<file path="src/porter_duff_pixel_blender_top_defines.svh">
// assertion macros for the pixel blender
`ifndef PORTER_DUFF_PIXEL_BLENDER_TOP_DEFINES_SVH
`define PORTER_DUFF_PIXEL_BLENDER_TOP_DEFINES_SVH

`ifndef SYNTHESIS
`define PDB_ASSERT_ALWAYS(lbl, cond) \
  lbl: assert property (@(posedge clk) disable iff (!rst_n) (cond)) \
    else $error("pdb check failed");
`define PDB_ASSERT_IMPLY(lbl, ante, cons) \
  lbl: assert property (@(posedge clk) disable iff (!rst_n) (ante) |-> (cons)) \
    else $error("pdb check failed");
`define PDB_ASSERT_DELAY(lbl, ante, dly, cons) \
  lbl: assert property (@(posedge clk) disable iff (!rst_n) (ante) |-> ##(dly) (cons)) \
    else $error("pdb check failed");
`else
`define PDB_ASSERT_ALWAYS(lbl, cond)
`define PDB_ASSERT_IMPLY(lbl, ante, cons)
`define PDB_ASSERT_DELAY(lbl, ante, dly, cons)
`endif

`endif

</file>
<file path="src/pdb_pkg.sv">
// shared types and constants of the pixel blender
package pdb_pkg;

  localparam int PIX_W   = 32;
  localparam int CH_W    = 8;
  localparam int NUM_CH  = 4;
  localparam int ALPHA_CH = 3;
  localparam int MODE_W  = 4;
  localparam int PROD_W  = 2 * CH_W;
  localparam int SUM_W   = PROD_W + 2;
  localparam int QUOT_W  = SUM_W - CH_W + 1;

  localparam int QDEPTH  = 2;
  localparam int QPTR_W  = (QDEPTH > 1) ? $clog2(QDEPTH) : 1;
  localparam int QCNT_W  = $clog2(QDEPTH + 1);

  // accept to strobe, in cycles
  localparam int LATENCY = 4;

  localparam logic [CH_W-1:0] ALPHA_MAX = 8'd255;
  localparam logic [CH_W-1:0] ALPHA_MIN = 8'd0;
  localparam logic [SUM_W-1:0] RND_BIAS = 18'd127;
  localparam logic [SUM_W:0] DIV_K = 19'd255;

  localparam logic [MODE_W-1:0] MODE_CLEAR    = 4'd0;
  localparam logic [MODE_W-1:0] MODE_SRC      = 4'd1;
  localparam logic [MODE_W-1:0] MODE_DST      = 4'd2;
  localparam logic [MODE_W-1:0] MODE_SRC_OVER = 4'd3;
  localparam logic [MODE_W-1:0] MODE_DST_OVER = 4'd4;
  localparam logic [MODE_W-1:0] MODE_SRC_IN   = 4'd5;
  localparam logic [MODE_W-1:0] MODE_DST_IN   = 4'd6;
  localparam logic [MODE_W-1:0] MODE_SRC_OUT  = 4'd7;
  localparam logic [MODE_W-1:0] MODE_DST_OUT  = 4'd8;
  localparam logic [MODE_W-1:0] MODE_SRC_ATOP = 4'd9;
  localparam logic [MODE_W-1:0] MODE_DST_ATOP = 4'd10;
  localparam logic [MODE_W-1:0] MODE_XOR      = 4'd11;
  localparam logic [MODE_W-1:0] MODE_RESET    = MODE_SRC_OVER;

  typedef enum logic [2:0] {
    OP_ZERO   = 3'd0,
    OP_PASS_P = 3'd1,
    OP_PASS_Q = 3'd2,
    OP_OVER   = 3'd3,
    OP_IN     = 3'd4,
    OP_OUT    = 3'd5,
    OP_ATOP   = 3'd6,
    OP_XOR    = 3'd7
  } op_t;

  typedef struct packed {
    op_t              op;
    logic [PIX_W-1:0] p;
    logic [PIX_W-1:0] q;
  } item_t;

  typedef struct packed {
    logic full;
    logic empty;
  } q_stat_t;

endpackage

</file>
<file path="src/pdb_front.sv">
// front end: mode register, item classification and queue push
module pdb_front (
  input  logic                         clk,
  input  logic                         rst_n,
  input  logic                         start,
  input  logic [pdb_pkg::PIX_W-1:0]    in_src_pixel,
  input  logic [pdb_pkg::PIX_W-1:0]    in_dst_pixel,
  input  logic                         cfg_we,
  input  logic [pdb_pkg::MODE_W-1:0]   cfg_wdata,
  input  pdb_pkg::q_stat_t             q_stat,
  output logic                         push,
  output pdb_pkg::item_t               push_item
);

  logic [pdb_pkg::MODE_W-1:0] mode_r;
  logic                       swap;
  logic [pdb_pkg::PIX_W-1:0]  p;
  logic [pdb_pkg::PIX_W-1:0]  q;
  logic [pdb_pkg::CH_W-1:0]   pa;
  logic [pdb_pkg::CH_W-1:0]   qa;
  pdb_pkg::op_t               op;

  always_ff @(posedge clk) begin
    if (!rst_n) begin
      mode_r <= pdb_pkg::MODE_RESET;
    end else if (cfg_we) begin
      mode_r <= cfg_wdata;
    end
  end

  always_comb begin
    swap = (mode_r inside {pdb_pkg::MODE_DST, pdb_pkg::MODE_DST_OVER, pdb_pkg::MODE_DST_IN,
                           pdb_pkg::MODE_DST_OUT, pdb_pkg::MODE_DST_ATOP});
    p  = swap ? in_dst_pixel : in_src_pixel;
    q  = swap ? in_src_pixel : in_dst_pixel;
    pa = p[pdb_pkg::PIX_W-1 -: pdb_pkg::CH_W];
    qa = q[pdb_pkg::PIX_W-1 -: pdb_pkg::CH_W];
    case (mode_r)
      pdb_pkg::MODE_SRC, pdb_pkg::MODE_DST: begin
        op = pdb_pkg::OP_PASS_P;
      end
      pdb_pkg::MODE_SRC_OVER, pdb_pkg::MODE_DST_OVER: begin
        if (pa == pdb_pkg::ALPHA_MIN) begin
          op = pdb_pkg::OP_PASS_Q;
        end else if (pa == pdb_pkg::ALPHA_MAX) begin
          op = pdb_pkg::OP_PASS_P;
        end else begin
          op = pdb_pkg::OP_OVER;
        end
      end
      pdb_pkg::MODE_SRC_IN, pdb_pkg::MODE_DST_IN: begin
        op = (pa == pdb_pkg::ALPHA_MIN || qa == pdb_pkg::ALPHA_MIN) ?
             pdb_pkg::OP_ZERO : pdb_pkg::OP_IN;
      end
      pdb_pkg::MODE_SRC_OUT, pdb_pkg::MODE_DST_OUT: begin
        op = (pa == pdb_pkg::ALPHA_MIN) ? pdb_pkg::OP_ZERO : pdb_pkg::OP_OUT;
      end
      pdb_pkg::MODE_SRC_ATOP, pdb_pkg::MODE_DST_ATOP: begin
        op = pdb_pkg::OP_ATOP;
      end
      pdb_pkg::MODE_XOR: begin
        op = pdb_pkg::OP_XOR;
      end
      default: begin
        op = pdb_pkg::OP_ZERO;
      end
    endcase
  end

  assign push         = start && !q_stat.full;
  assign push_item.op = op;
  assign push_item.p  = p;
  assign push_item.q  = q;

endmodule

</file>
<file path="src/pdb_queue.sv">
// short item queue between front and back end
module pdb_queue (
  input  logic              clk,
  input  logic              rst_n,
  input  logic              push,
  input  pdb_pkg::item_t    push_item,
  input  logic              pop,
  output pdb_pkg::item_t    pop_item,
  output pdb_pkg::q_stat_t  q_stat
);

  pdb_pkg::item_t                mem_r [pdb_pkg::QDEPTH];
  logic [pdb_pkg::QPTR_W-1:0]    wr_ptr_r;
  logic [pdb_pkg::QPTR_W-1:0]    rd_ptr_r;
  logic [pdb_pkg::QCNT_W-1:0]    count_r;
  logic [pdb_pkg::QPTR_W-1:0]    wr_ptr_nxt;
  logic [pdb_pkg::QPTR_W-1:0]    rd_ptr_nxt;
  logic [pdb_pkg::QCNT_W-1:0]    count_nxt;

  localparam logic [pdb_pkg::QPTR_W-1:0] PTR_LAST = pdb_pkg::QPTR_W'(pdb_pkg::QDEPTH - 1);
  localparam logic [pdb_pkg::QCNT_W-1:0] CNT_FULL = pdb_pkg::QCNT_W'(pdb_pkg::QDEPTH);
  localparam logic [pdb_pkg::QCNT_W-1:0] CNT_ONE  = pdb_pkg::QCNT_W'(1);

  always_comb begin
    wr_ptr_nxt = wr_ptr_r;
    rd_ptr_nxt = rd_ptr_r;
    count_nxt  = count_r;
    if (push) begin
      wr_ptr_nxt = (wr_ptr_r == PTR_LAST) ? '0 : wr_ptr_r + 1'b1;
    end
    if (pop) begin
      rd_ptr_nxt = (rd_ptr_r == PTR_LAST) ? '0 : rd_ptr_r + 1'b1;
    end
    if (push && !pop) begin
      count_nxt = count_r + CNT_ONE;
    end else if (pop && !push) begin
      count_nxt = count_r - CNT_ONE;
    end
  end

  always_ff @(posedge clk) begin
    if (!rst_n) begin
      wr_ptr_r <= '0;
      rd_ptr_r <= '0;
      count_r  <= '0;
    end else begin
      wr_ptr_r <= wr_ptr_nxt;
      rd_ptr_r <= rd_ptr_nxt;
      count_r  <= count_nxt;
    end
  end

  always_ff @(posedge clk) begin
    if (push) begin
      mem_r[wr_ptr_r] <= push_item;
    end
  end

  assign pop_item     = mem_r[rd_ptr_r];
  assign q_stat.full  = (count_r == CNT_FULL);
  assign q_stat.empty = (count_r == '0);

endmodule

</file>
<file path="src/pdb_back.sv">
// back end: multiply, sum and rounding pipeline
module pdb_back (
  input  logic                       clk,
  input  logic                       rst_n,
  input  pdb_pkg::q_stat_t           q_stat,
  input  pdb_pkg::item_t             pop_item,
  output logic                       pop,
  output logic                       out_valid,
  output logic [pdb_pkg::PIX_W-1:0]  out_blended_pixel
);

  localparam int CW = pdb_pkg::CH_W;
  localparam int NC = pdb_pkg::NUM_CH;

  // stage a: products
  logic                         va_r;
  pdb_pkg::op_t                 op_a_r;
  logic [pdb_pkg::PIX_W-1:0]    p_a_r;
  logic [pdb_pkg::PIX_W-1:0]    q_a_r;
  logic [pdb_pkg::PROD_W-1:0]   m1_a_r [NC];
  logic [pdb_pkg::PROD_W-1:0]   m2_a_r [NC];
  logic [pdb_pkg::PROD_W-1:0]   m1_a_nxt [NC];
  logic [pdb_pkg::PROD_W-1:0]   m2_a_nxt [NC];
  logic [CW-1:0]                mulx;
  logic [CW-1:0]                pinv;

  // stage b: sums
  logic                         vb_r;
  pdb_pkg::op_t                 op_b_r;
  logic [pdb_pkg::PIX_W-1:0]    pass_b_r;
  logic [pdb_pkg::SUM_W-1:0]    y_b_r [NC];
  logic [CW-1:0]                lin_b_r [NC];
  logic [pdb_pkg::PIX_W-1:0]    pass_b_nxt;
  logic [pdb_pkg::SUM_W-1:0]    y_b_nxt [NC];
  logic [CW-1:0]                lin_b_nxt [NC];

  // stage c: rounding and select
  logic                         out_valid_r;
  logic [pdb_pkg::PIX_W-1:0]    out_pixel_r;
  logic [pdb_pkg::PIX_W-1:0]    out_pixel_nxt;
  logic [pdb_pkg::SUM_W:0]      est_sum;
  logic [pdb_pkg::QUOT_W-1:0]   q0;
  logic [pdb_pkg::SUM_W:0]      rem;
  logic [pdb_pkg::QUOT_W-1:0]   quot;
  logic [CW-1:0]                rnd_ch;

  assign pop = !q_stat.empty;

  always_comb begin
    pinv = pdb_pkg::ALPHA_MAX - pop_item.p[pdb_pkg::PIX_W-1 -: CW];
    mulx = (pop_item.op == pdb_pkg::OP_IN || pop_item.op == pdb_pkg::OP_ATOP) ?
           pop_item.q[pdb_pkg::PIX_W-1 -: CW] :
           pdb_pkg::ALPHA_MAX - pop_item.q[pdb_pkg::PIX_W-1 -: CW];
    for (int i = 0; i < NC; i++) begin
      m1_a_nxt[i] = pdb_pkg::PROD_W'(pop_item.p[i*CW +: CW]) * pdb_pkg::PROD_W'(mulx);
      m2_a_nxt[i] = pdb_pkg::PROD_W'(pop_item.q[i*CW +: CW]) * pdb_pkg::PROD_W'(pinv);
    end
  end

  always_ff @(posedge clk) begin
    if (!rst_n) begin
      va_r <= 1'b0;
    end else begin
      va_r <= pop;
    end
  end

  always_ff @(posedge clk) begin
    op_a_r <= pop_item.op;
    p_a_r  <= pop_item.p;
    q_a_r  <= pop_item.q;
    for (int i = 0; i < NC; i++) begin
      m1_a_r[i] <= m1_a_nxt[i];
      m2_a_r[i] <= m2_a_nxt[i];
    end
  end

  always_comb begin
    case (op_a_r)
      pdb_pkg::OP_PASS_P: pass_b_nxt = p_a_r;
      pdb_pkg::OP_PASS_Q: pass_b_nxt = q_a_r;
      default:            pass_b_nxt = '0;
    endcase
    for (int i = 0; i < NC; i++) begin
      y_b_nxt[i] = pdb_pkg::SUM_W'(m1_a_r[i]) + pdb_pkg::SUM_W'(m2_a_r[i]) + pdb_pkg::RND_BIAS;
      if (op_a_r == pdb_pkg::OP_OVER) begin
        lin_b_nxt[i] = p_a_r[i*CW +: CW] + m2_a_r[i][pdb_pkg::PROD_W-1 -: CW];
      end else begin
        lin_b_nxt[i] = m1_a_r[i][pdb_pkg::PROD_W-1 -: CW];
      end
    end
  end

  always_ff @(posedge clk) begin
    if (!rst_n) begin
      vb_r <= 1'b0;
    end else begin
      vb_r <= va_r;
    end
  end

  always_ff @(posedge clk) begin
    op_b_r   <= op_a_r;
    pass_b_r <= pass_b_nxt;
    for (int i = 0; i < NC; i++) begin
      y_b_r[i]   <= y_b_nxt[i];
      lin_b_r[i] <= lin_b_nxt[i];
    end
  end

  // divide by 255: estimate from shifts, then one correction step
  always_comb begin
    out_pixel_nxt = pass_b_r;
    est_sum = '0;
    q0      = '0;
    rem     = '0;
    quot    = '0;
    rnd_ch  = '0;
    for (int i = 0; i < NC; i++) begin
      est_sum = {1'b0, y_b_r[i]} + {{(CW+1){1'b0}}, y_b_r[i][pdb_pkg::SUM_W-1:CW]};
      q0      = est_sum[pdb_pkg::SUM_W:CW];
      rem     = {1'b0, y_b_r[i]} - (({q0, {CW{1'b0}}}) - (pdb_pkg::SUM_W+1)'(q0));
      quot    = q0 + pdb_pkg::QUOT_W'(rem >= pdb_pkg::DIV_K);
      if (op_b_r == pdb_pkg::OP_ATOP && i == pdb_pkg::ALPHA_CH &&
          quot > pdb_pkg::QUOT_W'(pdb_pkg::ALPHA_MAX)) begin
        rnd_ch = pdb_pkg::ALPHA_MAX;
      end else begin
        rnd_ch = quot[CW-1:0];
      end
      case (op_b_r)
        pdb_pkg::OP_OVER, pdb_pkg::OP_IN, pdb_pkg::OP_OUT: begin
          out_pixel_nxt[i*CW +: CW] = lin_b_r[i];
        end
        pdb_pkg::OP_ATOP, pdb_pkg::OP_XOR: begin
          out_pixel_nxt[i*CW +: CW] = rnd_ch;
        end
        default: begin
          out_pixel_nxt[i*CW +: CW] = pass_b_r[i*CW +: CW];
        end
      endcase
    end
  end

  always_ff @(posedge clk) begin
    if (!rst_n) begin
      out_valid_r <= 1'b0;
    end else begin
      out_valid_r <= vb_r;
    end
  end

  always_ff @(posedge clk) begin
    out_pixel_r <= out_pixel_nxt;
  end

  assign out_valid         = out_valid_r;
  assign out_blended_pixel = out_pixel_r;

endmodule

</file>
<file path="src/porter_duff_pixel_blender_top.sv">
// top level of the porter-duff pixel blender
// Takes one source/destination pixel pair per clock and gives one blended pixel per clock.
// An item is taken when start is high and busy is low; its result is on
// out_blended_pixel with out_valid high for one cycle, once the item has passed the queue
// hop and the three-stage multiply, sum and divide-by-255 pipeline of the back end. The
// back end drains the two-entry queue every cycle and the result side never stalls, so
// busy stays low and items may follow each other in every cycle. The blend mode is
// written through cfg_we/cfg_wdata; the user must write it only while no item is in
// flight, which the block itself does not enforce. It resets to source-over.
`include "porter_duff_pixel_blender_top_defines.svh"

module porter_duff_pixel_blender_top (
  input  logic                         clk,
  input  logic                         rst_n,
  input  logic                         start,
  output logic                         busy,
  input  logic [pdb_pkg::PIX_W-1:0]    in_src_pixel,
  input  logic [pdb_pkg::PIX_W-1:0]    in_dst_pixel,
  input  logic                         cfg_we,
  input  logic [pdb_pkg::MODE_W-1:0]   cfg_wdata,
  output logic                         out_valid,
  output logic [pdb_pkg::PIX_W-1:0]    out_blended_pixel
);

  pdb_pkg::q_stat_t q_stat;
  pdb_pkg::item_t   push_item;
  pdb_pkg::item_t   pop_item;
  logic             push;
  logic             pop;

  pdb_front u_front (
    .clk          (clk),
    .rst_n        (rst_n),
    .start        (start),
    .in_src_pixel (in_src_pixel),
    .in_dst_pixel (in_dst_pixel),
    .cfg_we       (cfg_we),
    .cfg_wdata    (cfg_wdata),
    .q_stat       (q_stat),
    .push         (push),
    .push_item    (push_item)
  );

  pdb_queue u_queue (
    .clk       (clk),
    .rst_n     (rst_n),
    .push      (push),
    .push_item (push_item),
    .pop       (pop),
    .pop_item  (pop_item),
    .q_stat    (q_stat)
  );

  pdb_back u_back (
    .clk               (clk),
    .rst_n             (rst_n),
    .q_stat            (q_stat),
    .pop_item          (pop_item),
    .pop               (pop),
    .out_valid         (out_valid),
    .out_blended_pixel (out_blended_pixel)
  );

  assign busy = q_stat.full;

  // back end drains the queue every cycle, so it never fills
  `PDB_ASSERT_ALWAYS(a_never_full, !q_stat.full)
  `PDB_ASSERT_DELAY(a_accept_to_strobe, start && !busy, pdb_pkg::LATENCY, out_valid)
  `PDB_ASSERT_IMPLY(a_strobe_has_item, out_valid, $past(push, pdb_pkg::LATENCY))

endmodule

</file>
<file path="config.mk">
export PLATFORM = sky130hd
export DESIGN_NAME = porter_duff_pixel_blender_top
export DESIGN_NICKNAME = d
export VERILOG_FILES = /design/src/pdb_pkg.sv /design/src/pdb_front.sv /design/src/pdb_queue.sv /design/src/pdb_back.sv /design/src/porter_duff_pixel_blender_top.sv
export VERILOG_INCLUDE_DIRS = /design/src /design/src/src
export SDC_FILE = /design/constraint.sdc
export NUM_CORES = 2
export LEC_CHECK = 0
export BUFFER_PORTS_ARGS = -buffer_cell sky130_fd_sc_hd__buf_4
export CAP_MARGIN = 25
export CELL_PAD_IN_SITES_DETAIL_PLACEMENT = 0
export CELL_PAD_IN_SITES_GLOBAL_PLACEMENT = 1
export CORE_MARGIN = 5
export CORE_UTILIZATION = 43
export CTS_BUF_LIST = sky130_fd_sc_hd__clkbuf_4
export CTS_CLUSTER_DIAMETER = 100
export DETAILED_ROUTE_END_ITERATION = 12
export GPL_ROUTABILITY_DRIVEN = 0
export GPL_TIMING_DRIVEN = 0
export PLACE_DENSITY = 0.69
export SLEW_MARGIN = 30
export SYNTH_ARGS = -nofsm -noshare
export SYNTH_HDL_FRONTEND = slang
export SYNTH_SLANG_ARGS = --single-unit
</file>
<file path="constraint.sdc">
create_clock -name clk -period 14.6 [get_ports clk]
set_input_delay 0 -clock clk [delete_from_list [all_inputs] [get_ports clk]]
set_output_delay 0 -clock clk [all_outputs]
set_load 0.02 [all_outputs]
</file>
==> results.toml <==
[route]
ant_nets = 0
via_count = 32720
drcViolationCount = 0
dr.pass1.iters = 5
vias_per_cell = 5.113
wl_um = 121400
wl_per_cell_um = 18.97
drt-initial-drc-count = 1771

[setup_path]
critPathMaxFanout = 10
r2r_cells = 22
required_ns = 15.46
end_kind = "register"
crit_arrival_ns = 8.70
start_kind = "register"
critPathMostFrequentCell = "inv_1"
critPathKind = "register to register"
cpPeakStageDelay_ns = 0.79
worstPathCellList = "clkbuf_1 > buf_1 > clkbuf_1 > mux2i_2 > inv_1 > clkbuf_1 > nor2_1 > fa_1 > ha_1 > inv_1 > fa_1 > fa_1 > inv_1 > ha_1 > inv_1 > o21ai_0 > a21o_1 > a21o_1 > a21o_1 > a41o_1 > o41a_1 > xnor2_1"
crit_path_top_delay_cell = "mux2i_2"

[sta]
relSlewSlack_pct = 28.67
layout_min_cycle_time_ns = 7.842
worstMarginPinSlew_ns = 1.070
report.final.setup_viol = 0
rsz0062_at_grt = "false"
period_share_pct = 53.71
max_freq_mhz = 127.5
finalHoldViolCount = 0
setup_tns_ns = 0
slew_violations = 0
skew_ns = 0.09161

[synth]
synth-warning-count = 0
synthCells = 4575
synth_edf_count = 134
syn_area_per_cell_um2 = 9.255
synth.most_common_cell = "inv_1"
synthDominantCellAreaShare_pct = 17.87
synth_async_sr_flop_share_pct = 0
ys_seq_area_share_pct = 27.37
synth_common_cells = "inv_1 (662), ha_1 (557), nor2_1 (454), nand2_1 (405), dfxtp_1 (378)"
synthFlopType = "dfxtp_1"
synth_top_cell_by_area = "dfxtp_1"
ys_types = 91
yosys-top-cells-area = "dfxtp_1 (18%), ha_1 (16%), fa_1 (14%), edfxtp_1 (9.5%), inv_1 (5.9%)"
syn_nets = 5508
syn_area_mm2 = 0.04234
ys_seq_elements = 512

[cells_and_area]
final_core_utilization_pct = 49.61
n_fill_cell = 9358
drive_above_1_share_pct = 9.470
nets = 5943
area_delta_synth_final_pct = 14.98

[floorplan]
die_w_um = 323.8
core_mm2 = 0.09813
num_rows = 115
design.die.area_mm2 = 0.1049
initial_core_util_pct = 43.15
io_pins = 106
die_h_um = 323.8

[global_route]
antenna_found_initial = 6
grt_max_degree = 39
grt_pass1_wl_um = 189000
grt_usage_pct = 23.39
grt_overflow = 0
grt_pass1_vias = 33030

[outcome]
status = "finished clean"

[placement]
hpwl_um = 95570
port_buffers = 104

[clock_network]
cts.clk_slew.worst_paths_ns = 0.07
h-tree-depth = 4
root_buffer = "clkbuf_4"
cts.sinks = 512
cts-resized-gates = 0
clock_latency_ns = 1.03
cts.path.max_buffers = 3
cts_setup_buffers = 0
cts_buffers = 141
cts_tree = "done"

[worst_hold_path]
holdPathStages = 3
hold_class = "input pin to register"
min_from = "start"

[flow_run]
cap_violations = 0
cells in the final DEF (no fill, tap or decap), types with 11 or more instances in the layout:
master and count:
nor2b_1 36, clkinv_2 13, a21boi_0 13, o41a_1 11
mux2_2 79, o21bai_1 29, o21ai_0 139, a21oi_1 170
a21o_1 77, ha_1 557, xor2_1 81, nor4_1 11
clkinv_1 31, dfxtp_1 378, a31oi_1 24, o2111ai_1 11
a211oi_1 18, nor3_1 62, fa_1 304, nand2b_1 40
inv_1 662, nand2_1 405, nor2_1 453, mux2i_1 49
edfxtp_1 134, nand4_1 22, dlygate4sd3_1 180, mux2i_2 23
buf_4 105, clkbuf_1 71, nand3_1 72, a22o_1 32
buf_1 11, and3_1 53, and2_1 43, xnor2_1 247
clkbuf_4 190, o21a_1 36, or3_1 18
state kept, by name, summed over array words and instances (netlist names), 2 cells and up, named ones only:
signal                    flops
u_back.m1_a_r                64
u_front.mode_r                4
u_back.op_a_r                 3
u_back.m2_a_r                64
u_back.op_b_r                 3
u_back.p_a_r                 32
u_back.q_a_r                 32
u_back.out_blended_pixel     32
u_back.y_b_r                 72
u_back.pass_b_r              32
u_queue.mem_r               134
u_queue.count_r               2
u_back.lin_b_r               32
layout make-up:
class / count / area [um2] / area share [%]
Antenna cell: 2 / 5.005 / 0.01028
Multi-Input combinational cell: 3301 / 28050 / 57.62
Sequential cell: 512 / 11590 / 23.81
Clock inverter: 54 / 394.1 / 0.8096
Timing Repair Buffer: 292 / 2726 / 5.600
Clock buffer: 190 / 1426 / 2.930
Tap cell: 1287 / 1610 / 3.308
Buffer: 97 / 382.9 / 0.7864
Inverter: 665 / 2496 / 5.127
path summary, 6_finish.rpt:
path | slack (ns) | endpoint
worst max-delay path | 6.76 | u_back.m2_a_r[1][15]
worst min-delay path | 0.21 | u_queue.mem_r[1][0]
worst min register to register | 0.40 | u_back.op_b_r[1]
worst max register to register | 6.76 | u_back.m2_a_r[1][15]
cell families (layout without fill, tap and decap cells):
| family | Yosys count | count (layout) | share of synthesized area (%) |
|---|---|---|---|
| AO/OA/AOI/OAI | 682 | 682 | 10.73 |
| XOR/XNOR | 334 | 334 | 6.909 |
| adder cells (fa/ha/maj) | 861 | 861 | 30.83 |
| buffers and inverters | 762 | 1298 | 6.770 |
| flip-flops | 512 | 512 | 27.37 |
| multiplexers | 152 | 152 | 3.827 |
| other | 0 | 2 | 0 |
| AND/OR/NAND/NOR | 1272 | 1272 | 13.56 |
metal layers:
layer | vias to the layer above | wire length (um) | global-route usage, %
met5 | - | 18 | 0
met4 | 2 | 4239 | 8.321
met3 | 223 | 7787 | 5.472
met2 | 854 | 51960 | 35.91
met1 | 15410 | 57410 | 32.51
li1 | 16240 | - | -
timing repair:
item | 4_1_cts | 5_1_grt
setup endpoints to repair | 0 | 0
endpoints found under the hold margin | 280 | 0
hold buffers | 180 | 0
critical path, delay by kind of cell (launching register included):
| kind | cells | cell delay (ns) |
|---|---|---|
| muxes | 1 | 0.79 |
| DFF | 1 | 0.31 |
| adders and majority gates | 5 | 2.10 |
| buffers and inverters | 8 | 2.58 |
| xor gates and xnor gates | 1 | 0.34 |
| AOI/OAI and AO/OA | 6 | 1.31 |
| and+or+nand+nor | 1 | 0.27 |
through the flow:
step	hold WS [ns]	instance area, um2	setup slack (ns)	std cells
3_3_place_gp	0.2234	44730	6.204	5966
5_1_grt	0.1395	48680	6.374	6399
6_report	0.2092	48680	6.758	6400
2_1_floorplan	0.1282	42340	8.528	4575
3_5_place_dp	0.2280	45030	6.832	5974
4_1_cts	0.03247	48650	6.779	6398
Power is left out: the tool's default activity adds up to more than one toggle a clock period on the data nets, which glitch-free logic cannot reach.
